### config.mk
export PLATFORM = sky130hd
export DESIGN_NAME = raster_beam_badline_sequencer_unit
export DESIGN_NICKNAME = d
export VERILOG_FILES = /design/src/rbbs_pkg.sv /design/src/rbbs_beam.sv /design/src/rbbs_video.sv /design/src/raster_beam_badline_sequencer_unit.sv
export VERILOG_INCLUDE_DIRS = /design/src /design/src/src
export SDC_FILE = /design/constraint.sdc
export NUM_CORES = 1
export LEC_CHECK = 0
export ABC_AREA = 1
export BUFFER_PORTS_ARGS = -buffer_cell sky130_fd_sc_hd__buf_4
export CAP_MARGIN = 10
export CORE_ASPECT_RATIO = 0.9
export CORE_MARGIN = 1
export CORE_UTILIZATION = 54
export DETAILED_ROUTE_END_ITERATION = 7
export PLACE_DENSITY = 0.89
export SLEW_MARGIN = 20
export SYNTH_ARGS = -nofsm -noshare
export SYNTH_HDL_FRONTEND = slang
export SYNTH_HIERARCHICAL = 1
export SYNTH_SLANG_ARGS = --single-unit
### constraint.sdc
create_clock -name clock -period 4.97 [get_ports clock]
set_clock_uncertainty 0.05 [all_clocks]
set_input_delay 0.994 -clock clock [delete_from_list [all_inputs] [get_ports clock]]
set_output_delay 0.994 -clock clock [all_outputs]
set_load 0.01 [all_outputs]
### src/assert_macros.svh
// ----------------------------------------------------------------------------
// Assertion macros
// Shared helpers for concurrent checks; they compile away under synthesis.
// ----------------------------------------------------------------------------
`ifndef ASSERT_MACROS_SVH
`define ASSERT_MACROS_SVH

`ifndef SYNTHESIS
// Checks that a property holds at every clock edge outside reset.
`define ASSERT_PROP(lbl, clk, rst, prop) \
   lbl: assert property (@(posedge clk) disable iff (rst) (prop)) \
      else $error("assertion failed");
// Checks that a condition never holds at a clock edge outside reset.
`define ASSERT_NEVER(lbl, clk, rst, cond) \
   lbl: assert property (@(posedge clk) disable iff (rst) !(cond)) \
      else $error("forbidden condition seen");
`else
`define ASSERT_PROP(lbl, clk, rst, prop)
`define ASSERT_NEVER(lbl, clk, rst, cond)
`endif

`endif

### src/rbbs_pkg.sv
// ----------------------------------------------------------------------------
// rbbs_pkg
// Types and constants shared by the raster beam and bad-line sequencer.
// ----------------------------------------------------------------------------
package rbbs_pkg;

   localparam int LINE_W  = 9;
   localparam int CYC_W   = 7;
   localparam int ROW_W   = 3;
   localparam int VC_W    = 10;
   localparam int PF_W    = 4;
   localparam int YS_W    = 3;
   localparam int CSR_IDX_W  = 3;
   localparam int CSR_DATA_W = 9;

   localparam int FIRST_DMA_LINE_DEF = 48;
   localparam int LAST_DMA_LINE_DEF  = 247;

   // Beam cycle landmarks.
   localparam logic [CYC_W-1:0] CYC_SKIP_FROM  = 7'd54;
   localparam logic [CYC_W-1:0] CYC_SKIP_TO    = 7'd56;
   localparam logic [CYC_W-1:0] CYC_SHORT_LINE = 7'd63;
   localparam logic [CYC_W-1:0] CYC_LINE_STEP  = 7'd64;
   localparam logic [CYC_W-1:0] CYC_WRAP       = 7'd65;
   localparam logic [CYC_W-1:0] CYC_VBLANK     = 7'd10;
   localparam logic [CYC_W-1:0] CYC_LOAD_VC    = 7'd13;
   localparam logic [CYC_W-1:0] CYC_WIN_FIRST  = 7'd14;
   localparam logic [CYC_W-1:0] CYC_WIN_LAST   = 7'd53;
   localparam logic [CYC_W-1:0] CYC_ROW_STEP   = 7'd58;
   localparam logic [ROW_W-1:0] ROW_LAST       = 3'd7;

   localparam logic [LINE_W-1:0] RST_FRAME_LINES = 9'd312;
   localparam logic [CYC_W-1:0]  RST_CYCLES_LINE = 7'd63;

   typedef enum logic [CSR_IDX_W-1:0] {
      CSR_FRAME_LINES     = 3'd0,
      CSR_LINE_CYCLES     = 3'd1,
      CSR_IRQ_LINE        = 3'd2,
      CSR_IRQ_CYCLE       = 3'd3,
      CSR_COLOR_FETCH_OFF = 3'd4,
      CSR_BLIT_ON_VBLANK  = 3'd5,
      CSR_DMA_ON_VBLANK   = 3'd6,
      CSR_LINEAR_MODE     = 3'd7
   } csr_idx_type;

   typedef struct packed {
      logic [LINE_W-1:0] frame_lines;
      logic [CYC_W-1:0]  line_cycles;
      logic [LINE_W-1:0] irq_line;
      logic [CYC_W-1:0]  irq_cycle;
      logic              color_fetch_off;
      logic              blit_on_vblank;
      logic              dma_on_vblank;
      logic              linear_mode;
   } cfg_type;

   typedef struct packed {
      logic [YS_W-1:0] ysmooth;
      logic            display_enable;
      logic            matrix_ba;
      logic            sprite_ba;
      logic            prefetch_load;
      logic [PF_W-1:0] prefetch_value;
   } req_payload_type;

   typedef struct packed {
      logic [LINE_W-1:0] line_now;
      logic [CYC_W-1:0]  cycle_now;
      logic              is_bad_line;
      logic              in_display;
      logic [ROW_W-1:0]  row_count;
      logic [VC_W-1:0]   video_count;
      logic              raster_irq;
      logic              blit_start;
      logic              dma_start;
      logic              bus_low;
      logic              graphics_fetch;
      logic              linear_fetch;
   } rsp_payload_type;

   // Beam position after a step, plus the events the beam raised.
   typedef struct packed {
      logic [LINE_W-1:0] line;
      logic [LINE_W-1:0] prev_line;
      logic [CYC_W-1:0]  cycle;
      logic              line_end;
      logic              raster_irq;
      logic              blit_start;
      logic              dma_start;
   } beam_evt_type;

endpackage

### src/rbbs_beam.sv
// ----------------------------------------------------------------------------
// rbbs_beam
// Beam cycle and raster line counters with interrupt and vblank events.
// ----------------------------------------------------------------------------
module rbbs_beam (
   input  logic                  clock,
   input  logic                  reset,
   input  logic                  step_en,
   input  rbbs_pkg::cfg_type     cfg,
   output rbbs_pkg::beam_evt_type evt
);
   import rbbs_pkg::*;

   logic [CYC_W-1:0]  beam_cycle_ff, beam_cycle_in;
   logic [LINE_W-1:0] beam_line_ff,  beam_line_in;

   always_comb begin
      beam_cycle_in = beam_cycle_ff + CYC_W'(1);
      beam_line_in  = beam_line_ff;
      evt.line_end  = 1'b0;
      if (beam_cycle_in == CYC_SKIP_FROM && cfg.line_cycles == CYC_SHORT_LINE) begin
         beam_cycle_in = CYC_SKIP_TO;
      end
      if (beam_cycle_in == CYC_WRAP) begin
         beam_cycle_in = '0;
         evt.line_end  = 1'b1;
      end
      if (beam_cycle_in == CYC_LINE_STEP) begin
         beam_line_in = beam_line_ff + LINE_W'(1);
         if (beam_line_in == cfg.frame_lines) begin
            beam_line_in = '0;
         end
      end
      evt.line       = beam_line_in;
      evt.prev_line  = beam_line_ff;
      evt.cycle      = beam_cycle_in;
      evt.raster_irq = (beam_line_in == cfg.irq_line) && (beam_cycle_in == cfg.irq_cycle);
      evt.blit_start = 1'b0;
      evt.dma_start  = 1'b0;
      if ((cfg.frame_lines != '0) && (beam_line_in == cfg.frame_lines - LINE_W'(1))
          && (beam_cycle_in == CYC_VBLANK)) begin
         evt.blit_start = cfg.blit_on_vblank;
         evt.dma_start  = cfg.dma_on_vblank;
      end
   end

   always_ff @(posedge clock) begin
      if (reset) begin
         beam_cycle_ff <= '0;
         beam_line_ff  <= '0;
      end else if (step_en) begin
         beam_cycle_ff <= beam_cycle_in;
         beam_line_ff  <= beam_line_in;
      end
   end

endmodule

### src/rbbs_video.sv
// ----------------------------------------------------------------------------
// rbbs_video
// Bad-line detection, display state, row and video counters, bus request.
// ----------------------------------------------------------------------------
module rbbs_video #(
   parameter int FIRST_DMA_LINE = rbbs_pkg::FIRST_DMA_LINE_DEF,
   parameter int LAST_DMA_LINE  = rbbs_pkg::LAST_DMA_LINE_DEF
) (
   input  logic                     clock,
   input  logic                     reset,
   input  logic                     step_en,
   input  rbbs_pkg::cfg_type        cfg,
   input  rbbs_pkg::beam_evt_type   evt,
   input  rbbs_pkg::req_payload_type req,
   output rbbs_pkg::rsp_payload_type rsp
);
   import rbbs_pkg::*;

   localparam logic [LINE_W-1:0] FIRST_LINE = LINE_W'(FIRST_DMA_LINE);
   localparam logic [LINE_W-1:0] LAST_LINE  = LINE_W'(LAST_DMA_LINE);

   logic             allowed_ff, allowed_in;
   logic             bad_ff,     bad_in;
   logic             idle_ff,    idle_in;
   logic [ROW_W-1:0] row_ff,     row_in;
   logic [VC_W-1:0]  vc_ff,      vc_in;
   logic [VC_W-1:0]  vbase_ff,   vbase_in;
   logic [PF_W-1:0]  pf_ff,      pf_in;
   logic             window;
   logic             bus_req;

   always_comb begin
      allowed_in = allowed_ff;
      bad_in     = bad_ff;
      idle_in    = idle_ff;
      row_in     = row_ff;
      vc_in      = vc_ff;
      vbase_in   = vbase_ff;
      pf_in      = req.prefetch_load ? req.prefetch_value : pf_ff;

      if (evt.line_end) begin
         if (evt.prev_line == FIRST_LINE && !allowed_in && req.display_enable) begin
            allowed_in = 1'b1;
         end
         if (evt.prev_line == LAST_LINE) begin
            allowed_in = 1'b0;
         end
         bad_in = 1'b0;
      end

      if (evt.line == FIRST_LINE && !allowed_in) begin
         allowed_in = req.display_enable;
      end

      if (allowed_in) begin
         if (evt.line[YS_W-1:0] == req.ysmooth) begin
            bad_in  = 1'b1;
            idle_in = 1'b0;
         end else begin
            bad_in = 1'b0;
         end
      end

      if (evt.cycle == CYC_LOAD_VC) begin
         vc_in = vbase_in;
         if (bad_in) begin
            row_in = '0;
         end
      end

      if (evt.cycle == CYC_ROW_STEP) begin
         if (row_in == ROW_LAST) begin
            idle_in  = 1'b1;
            vbase_in = vc_in;
         end
         if (!idle_in || bad_in) begin
            row_in  = row_in + ROW_W'(1);
            idle_in = 1'b0;
         end
      end

      window  = (evt.cycle >= CYC_WIN_FIRST) && (evt.cycle <= CYC_WIN_LAST);
      bus_req = (pf_in != '0) && !cfg.color_fetch_off;
      if (window && bad_in) begin
         bus_req = bus_req | req.matrix_ba;
      end
      bus_req = bus_req | req.sprite_ba;

      if (pf_in != '0) begin
         pf_in = pf_in - PF_W'(1);
      end

      // A graphics fetch steps the video counter once.
      if (!idle_in && window) begin
         vc_in = vc_in + VC_W'(1);
      end

      rsp.line_now       = evt.line;
      rsp.cycle_now      = evt.cycle;
      rsp.is_bad_line    = bad_in;
      rsp.in_display     = !idle_in;
      rsp.row_count      = row_in;
      rsp.video_count    = vc_in;
      rsp.raster_irq     = evt.raster_irq;
      rsp.blit_start     = evt.blit_start;
      rsp.dma_start      = evt.dma_start;
      rsp.bus_low        = bus_req;
      rsp.graphics_fetch = !idle_in && window;
      rsp.linear_fetch   = window && cfg.linear_mode;
   end

   always_ff @(posedge clock) begin
      if (reset) begin
         allowed_ff <= 1'b0;
         bad_ff     <= 1'b0;
         idle_ff    <= 1'b1;
         row_ff     <= '0;
         vc_ff      <= '0;
         vbase_ff   <= '0;
         pf_ff      <= '0;
      end else if (step_en) begin
         allowed_ff <= allowed_in;
         bad_ff     <= bad_in;
         idle_ff    <= idle_in;
         row_ff     <= row_in;
         vc_ff      <= vc_in;
         vbase_ff   <= vbase_in;
         pf_ff      <= pf_in;
      end
   end

endmodule

### src/raster_beam_badline_sequencer_unit.sv
// ----------------------------------------------------------------------------
// raster_beam_badline_sequencer_unit
// Video beam timing, bad-line sequencing and bus request generation.
// ----------------------------------------------------------------------------
// Each transfer on the req_ channel stands for one video-chip cycle. It
// carries the vertical scroll, the display-enable bit, the bus requests of
// the matrix and sprite fetch units and an optional prefetch counter load.
// For every request transfer the block delivers exactly one rsp_ transfer
// with the beam position after that cycle, the bad-line and display state,
// the row and video counters and the event strobes (raster interrupt,
// vblank blitter and DMA starts, bus low, graphics and linear fetch).
// A request accepted at a clock edge shows up as a valid response in the
// cycle after it. The whole step is one pass of logic between the
// beam/video state and the response register, so throughput is one
// transfer per clock while the receiver takes responses. When the
// receiver stalls, the response register holds its transfer and req_ready
// drops; a new request is taken in the same cycle the held response
// leaves. Synchronous reset puts the beam at line 0, cycle 0, idle state,
// and loads the register defaults (312 frame lines, line length RST_CYCLES_LINE); req_ready is low
// while reset is asserted. The csr_ port writes one register per cycle and
// should be used while no transfer is in flight.
module raster_beam_badline_sequencer_unit #(
   parameter int FIRST_DMA_LINE = rbbs_pkg::FIRST_DMA_LINE_DEF,
   parameter int LAST_DMA_LINE  = rbbs_pkg::LAST_DMA_LINE_DEF
) (
   input  logic                                clock,
   input  logic                                reset,
   input  logic                                req_valid,
   output logic                                req_ready,
   input  rbbs_pkg::req_payload_type           req_data,
   output logic                                rsp_valid,
   input  logic                                rsp_ready,
   output rbbs_pkg::rsp_payload_type           rsp_data,
   input  logic                                csr_we,
   input  logic [rbbs_pkg::CSR_IDX_W-1:0]      csr_index,
   input  logic [rbbs_pkg::CSR_DATA_W-1:0]     csr_wdata
);
   import rbbs_pkg::*;

`include "assert_macros.svh"

   cfg_type         cfg_ff;
   beam_evt_type    beam_evt;
   rsp_payload_type rsp_in;
   rsp_payload_type rsp_ff;
   logic            rsp_valid_ff;
   logic            step_en;

   // A request transfer completes whenever the response register is empty
   // or its contents leave in this same cycle.
   assign req_ready = !reset && (!rsp_valid_ff || rsp_ready);
   assign step_en   = req_valid && req_ready;

   // Configuration registers: one write per enabled edge.
   always_ff @(posedge clock) begin
      if (reset) begin
         cfg_ff.frame_lines     <= RST_FRAME_LINES;
         cfg_ff.line_cycles     <= RST_CYCLES_LINE;
         cfg_ff.irq_line        <= '0;
         cfg_ff.irq_cycle       <= '0;
         cfg_ff.color_fetch_off <= 1'b0;
         cfg_ff.blit_on_vblank  <= 1'b0;
         cfg_ff.dma_on_vblank   <= 1'b0;
         cfg_ff.linear_mode     <= 1'b0;
      end else if (csr_we) begin
         unique case (csr_idx_type'(csr_index))
            CSR_FRAME_LINES:     cfg_ff.frame_lines     <= csr_wdata[LINE_W-1:0];
            CSR_LINE_CYCLES:     cfg_ff.line_cycles     <= csr_wdata[CYC_W-1:0];
            CSR_IRQ_LINE:        cfg_ff.irq_line        <= csr_wdata[LINE_W-1:0];
            CSR_IRQ_CYCLE:       cfg_ff.irq_cycle       <= csr_wdata[CYC_W-1:0];
            CSR_COLOR_FETCH_OFF: cfg_ff.color_fetch_off <= csr_wdata[0];
            CSR_BLIT_ON_VBLANK:  cfg_ff.blit_on_vblank  <= csr_wdata[0];
            CSR_DMA_ON_VBLANK:   cfg_ff.dma_on_vblank   <= csr_wdata[0];
            CSR_LINEAR_MODE:     cfg_ff.linear_mode     <= csr_wdata[0];
         endcase
      end
   end

   // Beam position, raster interrupt and vblank starts.
   rbbs_beam u_beam (
      .clock   (clock),
      .reset   (reset),
      .step_en (step_en),
      .cfg     (cfg_ff),
      .evt     (beam_evt)
   );

   // Bad lines, display state, counters and the bus request.
   rbbs_video #(
      .FIRST_DMA_LINE (FIRST_DMA_LINE),
      .LAST_DMA_LINE  (LAST_DMA_LINE)
   ) u_video (
      .clock   (clock),
      .reset   (reset),
      .step_en (step_en),
      .cfg     (cfg_ff),
      .evt     (beam_evt),
      .req     (req_data),
      .rsp     (rsp_in)
   );

   // Response register. The payload needs no reset; the valid flag does.
   always_ff @(posedge clock) begin
      if (reset) begin
         rsp_valid_ff <= 1'b0;
      end else if (step_en) begin
         rsp_valid_ff <= 1'b1;
      end else if (rsp_ready) begin
         rsp_valid_ff <= 1'b0;
      end
   end

   always_ff @(posedge clock) begin
      if (step_en) begin
         rsp_ff <= rsp_in;
      end
   end

   assign rsp_valid = rsp_valid_ff;
   assign rsp_data  = rsp_ff;

   // Every accepted request yields a response on the next cycle.
   `ASSERT_PROP(a_req_gives_rsp, clock, reset, step_en |=> rsp_valid)
   // Requests are refused only while a response is held by a stalled receiver.
   `ASSERT_PROP(a_stall_only, clock, reset, !req_ready |-> (rsp_valid && !rsp_ready))
   // The beam cycle wraps before it can reach the wrap value.
   `ASSERT_NEVER(a_cycle_range, clock, reset, rsp_valid && (rsp_data.cycle_now > CYC_LINE_STEP))
   // Graphics fetches only happen in display state.
   `ASSERT_PROP(a_fetch_display, clock, reset,
                (rsp_valid && rsp_data.graphics_fetch) |-> rsp_data.in_display)

endmodule
# ---- After elaboration in Yosys (flattened, before gate mapping)
# Cells that the tools add are included.
dict set report classes {
  n_addsub 6
  order_cmp 2
  eq_ne 23
  muxes 29
  n_bitwise 2
  reduce_logical 36
}
# op n
set ops {}
lappend ops {{9-bit == test} 3}
lappend ops {{7-bit by 6-bit == test with 1-bit output (second input constant)} 3}
lappend ops {{10-bit 2-to-1 mux} 2}
lappend ops {{9-bit by 6-bit == test with 1-bit output (second input constant)} 2}
lappend ops {{9-bit 2-to-1 mux} 2}
lappend ops {{1-bit 2-to-1 mux} 17}
lappend ops {{2-bit AND reduction} 8}
lappend ops {{3-bit == test (second input constant)} 5}
lappend ops {{7-bit by 4-bit == test with 1-bit output (second input constant)} 2}
lappend ops {{7-bit == test (second input constant)} 2}
lappend ops {{1-bit logical AND} 14}
lappend ops {{7-bit 2-to-1 mux} 2}
lappend ops {{3-bit 2-to-1 mux} 4}
lappend ops {{10-bit by 1-bit adder with 10-bit output (second input constant)} 1}
lappend ops {{9-bit by 1-bit adder with 9-bit output (second input constant)} 1}
lappend ops {{9-bit by 8-bit == test with 1-bit output (second input constant)} 1}
lappend ops {{9-bit nonzero test} 1}
lappend ops {{9-bit by 1-bit subtractor with 9-bit output (second input constant)} 1}
lappend ops {{4-bit 2-to-1 mux} 2}
lappend ops {{7-bit by 1-bit adder with 7-bit output (second input constant)} 1}
lappend ops {{7-bit == test} 1}
lappend ops {{7-bit by 4-bit greater-or-equal comparator with 1-bit output (second input constant)} 1}
lappend ops {{7-bit by 6-bit less-or-equal comparator with 1-bit output (second input constant)} 1}
lappend ops {{1-bit zero test} 7}
lappend ops {{11 further kinds} 14}
dict set report word_totals {
  reg_bits 120
  in_bits 28
}

# ---- Depth between registers and ports, before layout
dict set report logic_depth {
  ltp_word 24
  depth_mapped 38
  mapped_depth_nobuf 37
}

# ---- Cells and area by module
# The synthesis kept the hierarchy.
# mod instances cells_each area_each_um2 seq_area_each_um2
set by_module_without_submodules {}
lappend by_module_without_submodules {raster_beam_badline_sequencer_unit 1 253 2660.1 1851.8}
lappend by_module_without_submodules {rbbs_video 1 381 2414.8 600.6}
lappend by_module_without_submodules {rbbs_beam 1 381 1984.4 320.3}

# ---- Worst setup path before layout
# No wires, ideal clock.
dict set report synth_path {
  path_kind {input -> register}
  start {input rsp_ready}
  end {register u_video.idle_ff}
  setup_ns 0.130
  arrival_time_ns 4.937
  required_time_ns 4.790
  setup_slack_ns -0.147
  stages 7
  path_buffers 2
  path_cell_list {nor2_1 -> nor3b_1 -> buf_2 -> inv_1 -> clkbuf_1 -> a21oi_1 -> o21ai_0}
}
dict set report synth_via {
  elab_chain_cells 3
}
# item line_no
set synth_lines {}
lappend synth_lines {{start, declared} raster_beam_badline_sequencer_unit.sv:32} ;# input logic rsp_ready,
lappend synth_lines {{1-bit logical OR} raster_beam_badline_sequencer_unit.sv:51} ;# assign req_ready = !reset && (!rsp_valid_ff || rsp_ready);
lappend synth_lines {{1-bit logical AND} raster_beam_badline_sequencer_unit.sv:51}
lappend synth_lines {{1-bit logical AND} raster_beam_badline_sequencer_unit.sv:52} ;# assign step_en = req_valid && req_ready;
lappend synth_lines {{net step_en} raster_beam_badline_sequencer_unit.sv:47} ;# logic step_en;
lappend synth_lines {{end signal, assigned} rbbs_video.sv:124} ;# idle_ff <= idle_in;
lappend synth_lines {{end, declared} rbbs_video.sv:24} ;# logic idle_ff, idle_in;
# The timed path passes the listed nets, and every way through them passes these cells.
# A chain may end at the register's enable or synchronous reset.

==> flow_metrics.tcl <==
set metrics [dict create \
    r2r-start "u_beam/beam_cycle_ff[0]" \
    grt_pass1_wl_mm 28.23 \
    cts_buffers 17 \
    drt_iter0_markers 608 \
    multiInputGateArea_um2 3540 \
    stdcell_count 1247 \
    dr.pass1.iters 5 \
    crit_type "reg -> reg" \
    layout_min_cycle_time_ns 4.739 \
    period_share_pct 95.35 \
    hp-start "u_video/vbase_ff[2]" \
    holdPathStages 2 \
    synth.net_count 1051 \
    clk_pin_slew_worst_paths_ns 0.06 \
    yosysWarnings 6 \
    power_density_nw_per_um2 326.7 \
    synth_edf_count 37 \
    drive_above_1_share_pct 17.64 \
    slew-limit-headroom_pct 38.27 \
    final_nets 1106 \
    fill_cells 1042 \
    synth_top_cell_area_share_pct 23.54 \
    hold_path.class "reg -> reg" \
    ys_seq_area_share_pct 39.28 \
    yosys-top-cells-area "dfxtp_1, edfxtp_1, nand2_1" \
    cp.required_ns 5.07 \
    startpoint_type "register" \
    finalSetupTns_ns 0 \
    rr_worst_depth 33 \
    leakage_nw 4.032 \
    grt.total_usage_pct 26.68 \
    avgSynthCellArea_um2 6.955 \
    tritoncts "yes" \
    synth_commonest_cells "nand2_1, nor2_1, inv_1, nand3_1, dfxtp_1" \
    syn_area_um2 7059 \
    io_pins 67 \
    syn_inst 1015 \
    synth_area_leader_cell "dfxtp_1" \
    final-seq-area_um2 2779 \
    hpwlAfterDp_mm 11.87 \
    syn_to_final_growth_pct 16.93 \
    avgViaCountPerCell 5.331 \
    slowest_stage "dfxtp_4" \
    cts_sinks 120 \
    clock_latency_ns 0.43 \
    finalHoldViolations 0 \
    clock_path_buffers 2 \
    cap_viol_max_count 0 \
    rrSetupSlack_ns 0.23 \
    synthDistinctLibCells 37 \
    yosys_register_bits 120 \
    status "finished, final reports clean" \
    wire_per_inst_um 14.04 \
    clockRootBuffer "clkbuf_16" \
    worst_pin_slew_ns 0.9202 \
    design.die.area_um2 13530 \
    drc 0 \
    start_util_pct 55.43 \
    dp_cells 1211 \
    wl_mm 17.51 \
    die_h_um 110.5 \
    min_to "u_video/vbase_ff[2]" \
    cts_hold_buf 0 \
    antenna_found_initial 0 \
    setup_viol 0 \
    cp_max_fo 9 \
    grt-ovfl-total 0 \
    cpMostUsedCell "nand2_1" \
    gp_congestion 0.9529 \
    cp_data_arrival_time_ns 4.84 \
    die_x_um 122.5 \
    worstReg2RegEnd "rsp_data[18]" \
    cp-end-kind "register" \
    grt_start_max_net_pins 50 \
    cts_max_level 4 \
    critical-path-max-stage-delay_ns 0.39 \
    async_flop_share_pct 0 \
    fmax_mhz 211.0 \
    grt_pass1_vias 5980 \
    row_count 39 \
    synthFlopType "dfxtp_1" \
    final_max_slew_viol_count 0 \
    n_antenna_cell 0 \
    ir_worst_vdd_mv 0.2342 \
    ant_nets 0 \
    via_count 6648 \
    yosysMostFrequentCell "nand2_1" \
    io_buffer_count 66 \
    coreArea_um2 12740 \
]
## repair_timing
item	CTS	global route
pin swaps	0	3
endpoints found under the setup margin	20	29
setup buffers	0	4
gates resized for setup	2	26
## registers in the layout, indices dropped and copies added (netlist names)
name                  flops
u_video/vbase_ff         10
rsp_data                 37
u_video/allowed_ff        1
u_beam/beam_cycle_ff      7
u_beam/beam_line_ff       9
u_video/row_ff            3
u_video/vc_ff            10
cfg_ff                   36
u_video/bad_ff            1
u_video/idle_ff           1
rsp_valid                 1
u_video/pf_ff             4
## through the flow
| step | setup slack (ns) | cell area (um2) | hold slack (ns) | power [mW] | util (%) |
|---|---|---|---|---|---|
| after CTS | 0.04718 | 8139 | 0.3973 | 2.687 | 63.91 |
| final | 0.2312 | 8254 | 0.4001 | 2.696 | 64.81 |
| after floorplan | 0.7022 | 7064 | 0.3734 | 1.386 | - |
| after detailed placement | 0.03269 | 7546 | 0.3895 | 1.486 | 59.25 |
| after global placement | 0.2549 | 7546 | 0.3819 | 1.479 | 59.25 |
| after global routing | -0.1022 | 8254 | 0.4280 | 2.798 | 64.81 |
## area by class of cell
cell class / instances / share of cell area [%]
clock buffers: 22 / 6.018
clock inverters: 10 / 1.122
inverters: 142 / 6.457
multi-input cells: 709 / 42.88
flip-flops and latches: 120 / 33.67
well taps: 164 / 2.486
repair buffers: 80 / 7.367
## kinds of logic after synthesis
group,Yosys count,synth area share [%]
flops,120,39.28
mux,4,0.5672
buf+inv,186,11.80
fa+ha+maj,8,1.418
compound gates,86,6.948
simple gates,592,37.63
xor+xnor,19,2.357
## layout by cell type (no fill, tap or decap), drive strengths merged
cell and n:
nand2 297, nand4 8, nand3 108, edfxtp 37, ha 8, nand3b 6
nor2 155, a221oi 1, o22ai 1, buf 80, a211oi 1, a311o 1
o21ai 39, dfxtp 83, o21a 1, or2 2, clkbuf 22, nor3b 2
bufinv 1, clkinvlp 4, xnor2 5, clkinv 6, inv 141, mux2i 4
xor2 14, a21oi 42, nor3 14
## report_power, final
group / total (mW) / switching (mW) / internal (mW)
clock network: 1.21 / 0.449 / 0.757
logic: 0.396 / 0.257 / 0.140
registers: 1.09 / 0.0337 / 1.06
## worst max-delay path: cells and delay by family (launching register included)
| family | cells | cell delay (ns) |
|---|---|---|
| AOI/OAI and AO/OA | 1 | 0.37 |
| adders and majority gates | 3 | 0.61 |
| buffers and inverters | 6 | 0.51 |
| DFF | 1 | 0.39 |
| and+or+nand+nor | 23 | 2.53 |
## worst max-delay path by stage
stage | from | end
2_1_floorplan | u_beam/beam_cycle_ff[0] | rsp_data[13]
3_3_place_gp | u_beam/beam_cycle_ff[0] | rsp_data[13]
3_5_place_dp | u_beam/beam_cycle_ff[0] | rsp_data[7]
4_1_cts | u_beam/beam_cycle_ff[0] | rsp_data[7]
5_1_grt | u_beam/beam_cycle_ff[1] | rsp_data[18]
6_report | u_beam/beam_cycle_ff[0] | rsp_data[18]
## per-layer routing
| metal | vias to the layer above | routed length [um] | global-route usage, % |
|---|---|---|---|
| met2 | 312 | 7821 | 39.10 |
| li1 | 3295 | - | - |
| met5 | - | 0 | 0 |
| met4 | 0 | 498 | 13.25 |
| met3 | 42 | 1489 | 5.888 |
| met1 | 2999 | 7701 | 36.73 |
Power figures use the tool's default switching activity.
